## src/rtl/i2c_ras_pkg.sv

```systemverilog
// ----------------------------------------------------------------------------
// I2C register access sequencer package
// Types and constants shared by the sequencer core and the top level.
// ----------------------------------------------------------------------------
package i2c_ras_pkg;

  typedef enum logic [8:0] {
    PH_IDLE     = 9'b0_0000_0001,
    PH_START    = 9'b0_0000_0010,
    PH_SLAW     = 9'b0_0000_0100,
    PH_REG      = 9'b0_0000_1000,
    PH_RSTART   = 9'b0_0001_0000,
    PH_SLAR     = 9'b0_0010_0000,
    PH_RXDATA   = 9'b0_0100_0000,
    PH_NEEDBYTE = 9'b0_1000_0000,
    PH_TXDATA   = 9'b1_0000_0000
  } phase_t;

  localparam logic [2:0] OP_BEGIN_RD = 3'd0;
  localparam logic [2:0] OP_BEGIN_WR = 3'd1;
  localparam logic [2:0] OP_STATUS   = 3'd2;
  localparam logic [2:0] OP_TX_BYTE  = 3'd3;
  localparam logic [2:0] OP_TICK     = 3'd4;

  localparam logic [2:0] CMD_NONE  = 3'd0;
  localparam logic [2:0] CMD_START = 3'd1;
  localparam logic [2:0] CMD_CONT  = 3'd2;
  localparam logic [2:0] CMD_STOP  = 3'd3;
  localparam logic [2:0] CMD_RESET = 3'd4;

  localparam logic [3:0] ERR_NONE      = 4'd0;
  localparam logic [3:0] ERR_TIMEOUT   = 4'd1;
  localparam logic [3:0] ERR_BUS       = 4'd2;
  localparam logic [3:0] ERR_NACK      = 4'd3;
  localparam logic [3:0] ERR_ARB_LOST  = 4'd4;
  localparam logic [3:0] ERR_START     = 4'd5;
  localparam logic [3:0] ERR_SLAW      = 4'd6;
  localparam logic [3:0] ERR_TX        = 4'd7;
  localparam logic [3:0] ERR_RSTART    = 4'd8;
  localparam logic [3:0] ERR_SLAR      = 4'd9;
  localparam logic [3:0] ERR_RX        = 4'd10;
  localparam logic [3:0] ERR_NO_INFO   = 4'd11;

  localparam logic [7:0] ST_BUS_ERR    = 8'h00;
  localparam logic [7:0] ST_START      = 8'h08;
  localparam logic [7:0] ST_RSTART     = 8'h10;
  localparam logic [7:0] ST_SLAW_ACK   = 8'h18;
  localparam logic [7:0] ST_SLAW_NACK  = 8'h20;
  localparam logic [7:0] ST_TX_ACK     = 8'h28;
  localparam logic [7:0] ST_TX_NACK    = 8'h30;
  localparam logic [7:0] ST_ARB_LOST   = 8'h38;
  localparam logic [7:0] ST_SLAR_ACK   = 8'h40;
  localparam logic [7:0] ST_SLAR_NACK  = 8'h48;
  localparam logic [7:0] ST_RX_ACK     = 8'h50;
  localparam logic [7:0] ST_RX_NACK    = 8'h58;
  localparam logic [7:0] ST_NO_INFO    = 8'hF8;

  localparam logic [7:0] TIMEOUT_RESET = 8'd100;

  typedef struct packed {
    logic [2:0]  op;
    logic [6:0]  dev_address;
    logic [7:0]  reg_index;
    logic [15:0] byte_count;
    logic [7:0]  status_code;
    logic [7:0]  rx_byte;
    logic [7:0]  tx_byte;
  } in_item_t;

  typedef struct packed {
    logic [2:0] bus_cmd;
    logic       ack_next;
    logic       load_data;
    logic [7:0] data_out;
    logic       rx_valid;
    logic [7:0] rx_data;
    logic       need_byte;
    logic       done_res;
    logic       ok;
    logic [3:0] error_code;
    logic       busy_res;
  } out_item_t;

  typedef struct packed {
    phase_t      phase;
    logic        is_read;
    logic [6:0]  target_address;
    logic [7:0]  first_register;
    logic [15:0] bytes_left;
    logic [7:0]  wait_timer;
    logic [3:0]  last_fault;
  } seq_state_t;

endpackage

```

## src/rtl/i2c_register_access_sequencer.sv

```systemverilog
// ----------------------------------------------------------------------------
// I2C register access sequencer
// Sequences register reads and writes on a byte-level I2C master unit.
//
//   Channel   Direction   Handshake                 Payload
//   in_       input       in_valid / in_ready       in_data  (in_item_t)
//   out_      output      out_valid / out_ready     out_data (out_item_t)
//   cfg_      input       cfg_valid / cfg_ready     cfg_data (timeout ticks)
//
// One transaction is accepted per cycle unless the result side stalls.
// The input register and the result register each hold one transaction.
// A stall on the result side holds the input register and then drops in_ready.
// Reset is synchronous; the timeout register resets to 100 ticks.
// ----------------------------------------------------------------------------
module i2c_register_access_sequencer
  import i2c_ras_pkg::*;
(
  input  logic       clk,
  input  logic       rst_n,
  input  logic       in_valid,
  output logic       in_ready,
  input  in_item_t   in_data,
  output logic       out_valid,
  input  logic       out_ready,
  output out_item_t  out_data,
  input  logic       cfg_valid,
  output logic       cfg_ready,
  input  logic [7:0] cfg_data
);

  logic       in_valid_r;
  in_item_t   in_item_r;
  logic       out_valid_r;
  out_item_t  out_item_r;
  seq_state_t st_r;
  seq_state_t st_nxt;
  out_item_t  res;
  logic [7:0] timeout_r;
  logic       advance;

  assign advance   = in_valid_r && (!out_valid_r || out_ready);
  assign in_ready  = !in_valid_r || advance;
  assign cfg_ready = 1'b1;
  assign out_valid = out_valid_r;
  assign out_data  = out_item_r;

  i2c_ras_core u_core (
    .st            (st_r),
    .timeout_ticks (timeout_r),
    .item          (in_item_r),
    .st_nxt        (st_nxt),
    .res           (res)
  );

  always_ff @(posedge clk) begin
    if (!rst_n) begin
      in_valid_r  <= 1'b0;
      out_valid_r <= 1'b0;
      timeout_r   <= TIMEOUT_RESET;
      st_r        <= '{phase: PH_IDLE, default: '0};
    end else begin
      if (cfg_valid) begin
        timeout_r <= cfg_data;
      end
      if (in_ready) begin
        in_valid_r <= in_valid;
      end
      if (advance) begin
        st_r        <= st_nxt;
        out_valid_r <= 1'b1;
      end else if (out_ready) begin
        out_valid_r <= 1'b0;
      end
    end
  end

  always_ff @(posedge clk) begin
    if (in_ready && in_valid) begin
      in_item_r <= in_data;
    end
    if (advance) begin
      out_item_r <= res;
    end
  end

endmodule

```

## src/rtl/i2c_ras_core.sv

```systemverilog
// ----------------------------------------------------------------------------
// I2C register access sequencer core
// Next-state and result logic for one transaction item.
// ----------------------------------------------------------------------------
module i2c_ras_core
  import i2c_ras_pkg::*;
(
  input  seq_state_t st,
  input  logic [7:0] timeout_ticks,
  input  in_item_t   item,
  output seq_state_t st_nxt,
  output out_item_t  res
);

  logic        awaiting;
  logic [7:0]  stat;
  logic [15:0] bytes_dec;

  always_comb begin
    awaiting  = (st.phase != PH_IDLE) && (st.phase != PH_NEEDBYTE);
    stat      = {item.status_code[7:3], 3'b000};
    bytes_dec = (st.bytes_left != 16'd0) ? (st.bytes_left - 16'd1) : 16'd0;
    st_nxt    = st;
    res       = '0;

    case (item.op)
      OP_BEGIN_RD, OP_BEGIN_WR: begin
        if (st.phase == PH_IDLE) begin
          st_nxt.is_read        = (item.op == OP_BEGIN_RD);
          st_nxt.target_address = item.dev_address;
          st_nxt.first_register = item.reg_index;
          st_nxt.bytes_left     = item.byte_count;
          st_nxt.wait_timer     = timeout_ticks;
          st_nxt.phase          = PH_START;
          res.bus_cmd           = CMD_START;
        end
      end
      OP_STATUS: begin
        if (awaiting) begin
          case (stat)
            ST_BUS_ERR: begin
              res.bus_cmd       = CMD_STOP;
              res.done_res      = 1'b1;
              st_nxt.last_fault = ERR_BUS;
              st_nxt.phase      = PH_IDLE;
            end
            ST_SLAW_NACK, ST_SLAR_NACK, ST_TX_NACK: begin
              res.bus_cmd       = CMD_STOP;
              res.done_res      = 1'b1;
              st_nxt.last_fault = ERR_NACK;
              st_nxt.phase      = PH_IDLE;
            end
            ST_ARB_LOST: begin
              res.bus_cmd       = CMD_CONT;
              res.done_res      = 1'b1;
              st_nxt.last_fault = ERR_ARB_LOST;
              st_nxt.phase      = PH_IDLE;
            end
            ST_NO_INFO: begin
              res.done_res      = 1'b1;
              st_nxt.last_fault = ERR_NO_INFO;
              st_nxt.phase      = PH_IDLE;
            end
            default: begin
              st_nxt.last_fault = ERR_NONE;
              case (st.phase)
                PH_START: begin
                  if (stat != ST_START) begin
                    res.done_res      = 1'b1;
                    st_nxt.last_fault = ERR_START;
                    st_nxt.phase      = PH_IDLE;
                  end else begin
                    res.load_data     = 1'b1;
                    res.data_out      = {st.target_address, 1'b0};
                    res.bus_cmd       = CMD_CONT;
                    st_nxt.wait_timer = timeout_ticks;
                    st_nxt.phase      = PH_SLAW;
                  end
                end
                PH_SLAW: begin
                  if (stat != ST_SLAW_ACK) begin
                    res.done_res      = 1'b1;
                    st_nxt.last_fault = ERR_SLAW;
                    st_nxt.phase      = PH_IDLE;
                  end else begin
                    res.load_data     = 1'b1;
                    res.data_out      = st.first_register;
                    res.bus_cmd       = CMD_CONT;
                    st_nxt.wait_timer = timeout_ticks;
                    st_nxt.phase      = PH_REG;
                  end
                end
                PH_REG, PH_TXDATA: begin
                  if (stat != ST_TX_ACK) begin
                    res.done_res      = 1'b1;
                    st_nxt.last_fault = ERR_TX;
                    st_nxt.phase      = PH_IDLE;
                  end else if ((st.phase == PH_REG) && st.is_read) begin
                    res.bus_cmd       = CMD_START;
                    st_nxt.wait_timer = timeout_ticks;
                    st_nxt.phase      = PH_RSTART;
                  end else if (st.bytes_left != 16'd0) begin
                    res.need_byte     = 1'b1;
                    st_nxt.phase      = PH_NEEDBYTE;
                  end else begin
                    res.bus_cmd       = CMD_STOP;
                    res.done_res      = 1'b1;
                    res.ok            = 1'b1;
                    st_nxt.phase      = PH_IDLE;
                  end
                end
                PH_RSTART: begin
                  if (stat != ST_RSTART) begin
                    res.done_res      = 1'b1;
                    st_nxt.last_fault = ERR_RSTART;
                    st_nxt.phase      = PH_IDLE;
                  end else begin
                    res.load_data     = 1'b1;
                    res.data_out      = {st.target_address, 1'b1};
                    res.bus_cmd       = CMD_CONT;
                    st_nxt.wait_timer = timeout_ticks;
                    st_nxt.phase      = PH_SLAR;
                  end
                end
                PH_SLAR: begin
                  if (stat != ST_SLAR_ACK) begin
                    res.done_res      = 1'b1;
                    st_nxt.last_fault = ERR_SLAR;
                    st_nxt.phase      = PH_IDLE;
                  end else begin
                    res.ack_next      = (st.bytes_left > 16'd1);
                    res.bus_cmd       = CMD_CONT;
                    st_nxt.wait_timer = timeout_ticks;
                    st_nxt.phase      = PH_RXDATA;
                  end
                end
                PH_RXDATA: begin
                  if (stat == ST_RX_ACK) begin
                    res.rx_valid      = 1'b1;
                    res.rx_data       = item.rx_byte;
                    res.ack_next      = (bytes_dec > 16'd1);
                    res.bus_cmd       = CMD_CONT;
                    st_nxt.bytes_left = bytes_dec;
                    st_nxt.wait_timer = timeout_ticks;
                  end else if (stat == ST_RX_NACK) begin
                    res.rx_valid      = 1'b1;
                    res.rx_data       = item.rx_byte;
                    res.bus_cmd       = CMD_STOP;
                    res.done_res      = 1'b1;
                    res.ok            = 1'b1;
                    st_nxt.phase      = PH_IDLE;
                  end else begin
                    res.done_res      = 1'b1;
                    st_nxt.last_fault = ERR_RX;
                    st_nxt.phase      = PH_IDLE;
                  end
                end
                default: begin
                end
              endcase
            end
          endcase
        end
      end
      OP_TX_BYTE: begin
        if (st.phase == PH_NEEDBYTE) begin
          res.load_data     = 1'b1;
          res.data_out      = item.tx_byte;
          res.bus_cmd       = CMD_CONT;
          st_nxt.bytes_left = bytes_dec;
          st_nxt.wait_timer = timeout_ticks;
          st_nxt.phase      = PH_TXDATA;
        end
      end
      OP_TICK: begin
        if (awaiting) begin
          if (st.wait_timer == 8'd0) begin
            res.bus_cmd       = CMD_RESET;
            res.done_res      = 1'b1;
            st_nxt.last_fault = ERR_TIMEOUT;
            st_nxt.phase      = PH_IDLE;
          end else begin
            st_nxt.wait_timer = st.wait_timer - 8'd1;
          end
        end
      end
      default: begin
      end
    endcase

    res.error_code = st_nxt.last_fault;
    res.busy_res   = (st_nxt.phase != PH_IDLE);
  end

endmodule

```

## config.mk

```make
export PLATFORM = sky130hd
export DESIGN_NAME = i2c_register_access_sequencer
export DESIGN_NICKNAME = d
export VERILOG_FILES = /design/src/rtl/i2c_ras_pkg.sv /design/src/rtl/i2c_register_access_sequencer.sv /design/src/rtl/i2c_ras_core.sv
export SDC_FILE = /design/constraint.sdc
export NUM_CORES = 1
export LEC_CHECK = 0
export ABC_CLOCK_PERIOD_IN_PS = 3710
export CELL_PAD_IN_SITES_DETAIL_PLACEMENT = 1
export CELL_PAD_IN_SITES_GLOBAL_PLACEMENT = 2
export CORE_MARGIN = 2
export CORE_UTILIZATION = 41
export CTS_CLUSTER_SIZE = 16
export DETAILED_ROUTE_END_ITERATION = 10
export DONT_BUFFER_PORTS = 1
export PLACE_DENSITY_LB_ADDON = 0.1
export RECOVER_POWER = 50
export SETUP_SLACK_MARGIN = 0.02
export SYNTH_ARGS = -nofsm -noshare
export SYNTH_HDL_FRONTEND = slang
export SYNTH_HIERARCHICAL = 1
export SYNTH_SLANG_ARGS = --single-unit
```

## constraint.sdc

```tcl
create_clock -name clk -period 3.71 [get_ports clk]
set_clock_uncertainty 0.15 [all_clocks]
set_input_delay 0.742 -clock clk [delete_from_list [all_inputs] [get_ports clk]]
set_output_delay 0.742 -clock clk [all_outputs]
set_load 0.005 [all_outputs]
```

==> results.json <==
{
  "ir_drop_uv": 317,
  "hold_buffers": 0,
  "clkTransAtPathRegs_ps": 80,
  "ant_nets": 0,
  "hp-class": "primary input to flop",
  "vias": 6148,
  "first_pass_iters": 4,
  "fillers": 2155,
  "synth_cells": 821,
  "power_density_nw_per_um2": 448,
  "critical_path_class": "flop to flop",
  "cp_data_arrival_time_ps": 3260,
  "placed_cell_area_um2": 8220,
  "worst_pin_slew_ps": 1390,
  "drv_slew": 0,
  "grt_pass1_vias": 6266,
  "cts_setup_buffers": 0,
  "syn_area_um2": 7990,
  "grt_use_met1_pct": 27.7,
  "finish.instance_area_um2": 8790,
  "finalHoldViolations": 0,
  "cts_tree": "yes",
  "regArea_um2": 3810,
  "final.min_clock_period_ps": 3110,
  "rsz0062_at_grt": "false",
  "ys_warn_count": 6,
  "dp_hpwl_mm": 14.9,
  "gp_congestion": 0.860,
  "rows": 51,
  "cts_buffers": 17,
  "drc_errors": 0,
  "fin_setup_tns_ps": 0,
  "status": "finished clean",
  "drv_cap": 0,
  "grt.met2_usage_pct": 35.6,
  "fp.dieW_um": 144,
  "drt_iter0_drc": 418,
  "cp-start-kind": "flop",
  "cts_sinks": 148,
  "coreArea_um2": 19300,
  "maxClockFrequency_mhz": 321,
  "comb_power_share_pct": 8.6,
  "setup_viol": 0,
  "synthToLayoutAreaGrowth_pct": 9.95,
  "power_leakage_nw": 3.13,
  "clk_latency_ps": 430,
  "stdcell_count": 1091,
  "netSwitchingFraction_pct": 27.7,
  "switching_power_mw": 1.09,
  "io_pins": 104,
  "clockPowerShare_pct": 44.3,
  "dp.cells": 1059,
  "initial_core_util_pct": 41.5,
  "use_met3_pct": 4.93,
  "grt_antenna_before_repair": 0,
  "grt_use_total_pct": 21.2,
  "grt-ovfl-total": 0,
  "max_slew_margin_pct": 7.65,
  "fin_crit_sh_pct": 83.9,
  "routed_wl_mm": 21.5,
  "critical_path_peak_fanout": 5,
  "crit_path_end_kind": "flop",
  "dieHeight_um": 144,
  "viasPerCell": 5.64,
  "grt_first_pass_wirelength_mm": 34.0,
  "drive_gt1_share_pct": 12.5,
  "post_drt_wl_per_cell_um": 19.7,
  "p_int_mw": 2.85,
  "cts_buffer_depth": 2,
  "hold_slack_ps": 224,
  "grt_max_degree": 116,
  "htreeDepth": 4,
  "seqPwrFrac_pct": 47.0,
  "multiInputGateArea_um2": 3740,
  "dieArea_um2": 20600,
  "cts_resized": 0,
  "avgSynthCellArea_um2": 9.74,
  "syn-num-nets": 896,
  "io_buffers": 0,
  "cts-root-buf": "clkbuf_16",
  "layout.nets": 888,
  "antenna_cells": 0,
  "top_usage_layer": "met2",
  "required_ps": 3860
}
## worst paths after layout
| path | end | depth (start not counted) | slack [ps] | startpoint |
|---|---|---|---|---|
| setup reg to reg | st_r[11] | 11 | 600 | st_r[4] |
| hold reg to reg | st_r[0] | 2 | 310 | st_r[0] |
| setup / recovery | st_r[11] | 11 | 600 | st_r[4] |
| hold / removal | timeout_r[6] | 1 | 220 | rst_n |
## layer usage
metal	vias up	part of all wire, %
li1	2986	-
met1	3029	46
met2	113	50
met3	20	3.3
met4	0	1.0
met5	-	0
## flip-flops by register name, summed over array words and instances, names as in the netlist
signal,count
out_valid,1
in_item_r,55
st_r,53
out_data,30
in_valid_r,1
timeout_r,8
## stage by stage
step | setup WS (ps) | total power [mW] | util, %
finish | 598 | 3.94 | 45.6
global route | 361 | 4.09 | 45.6
CTS | 625 | 3.99 | 45.8
detailed placement | 660 | 2.23 | 42.7
global placement | 698 | 2.22 | 42.7
floorplan | 841 | 2.16 | -
## critical path: stages, from the launching register on
cell and delay, ps:
dfxtp_1 360, inv_1 120, ha_1 210, or3b_2 510, or3_1 450, o21ai_0 400
nor3_1 90, a31oi_1 200, nand2_1 80, a221o_1 280, nand2_1 70, mux2i_1 60
## cell type report
class	instances	area share (%)
well taps	265	3.77
flip-flops and latches	148	43.4
multi-input cells	597	42.6
inverters	19	0.811
clock buffers	17	4.84
clock inverters	15	2.11
repair buffers	30	2.51
## power groups by stage
stage	combinational (mW)	sequential, mW	clock [mW]
finish	0.340	1.85	1.75
global placement	0.332	1.89	0
floorplan	0.298	1.86	0
CTS	0.343	1.85	1.80
global route	0.374	1.86	1.85
detailed placement	0.342	1.89	0
## cell usage in the layout, fill, tap and decap left out, types with 16 or more instances in the layout
cell and instances:
edfxtp_1 85, nor2_1 47, buf_4 27, mux2_2 17, o21ai_0 45, dfxtp_1 63
a21oi_1 21, nand2_1 154, a22oi_1 16, mux2i_1 61, inv_1 18, clkbuf_16 17
nor3_1 23
No activity file was read; power rests on OpenSTA's default activity.
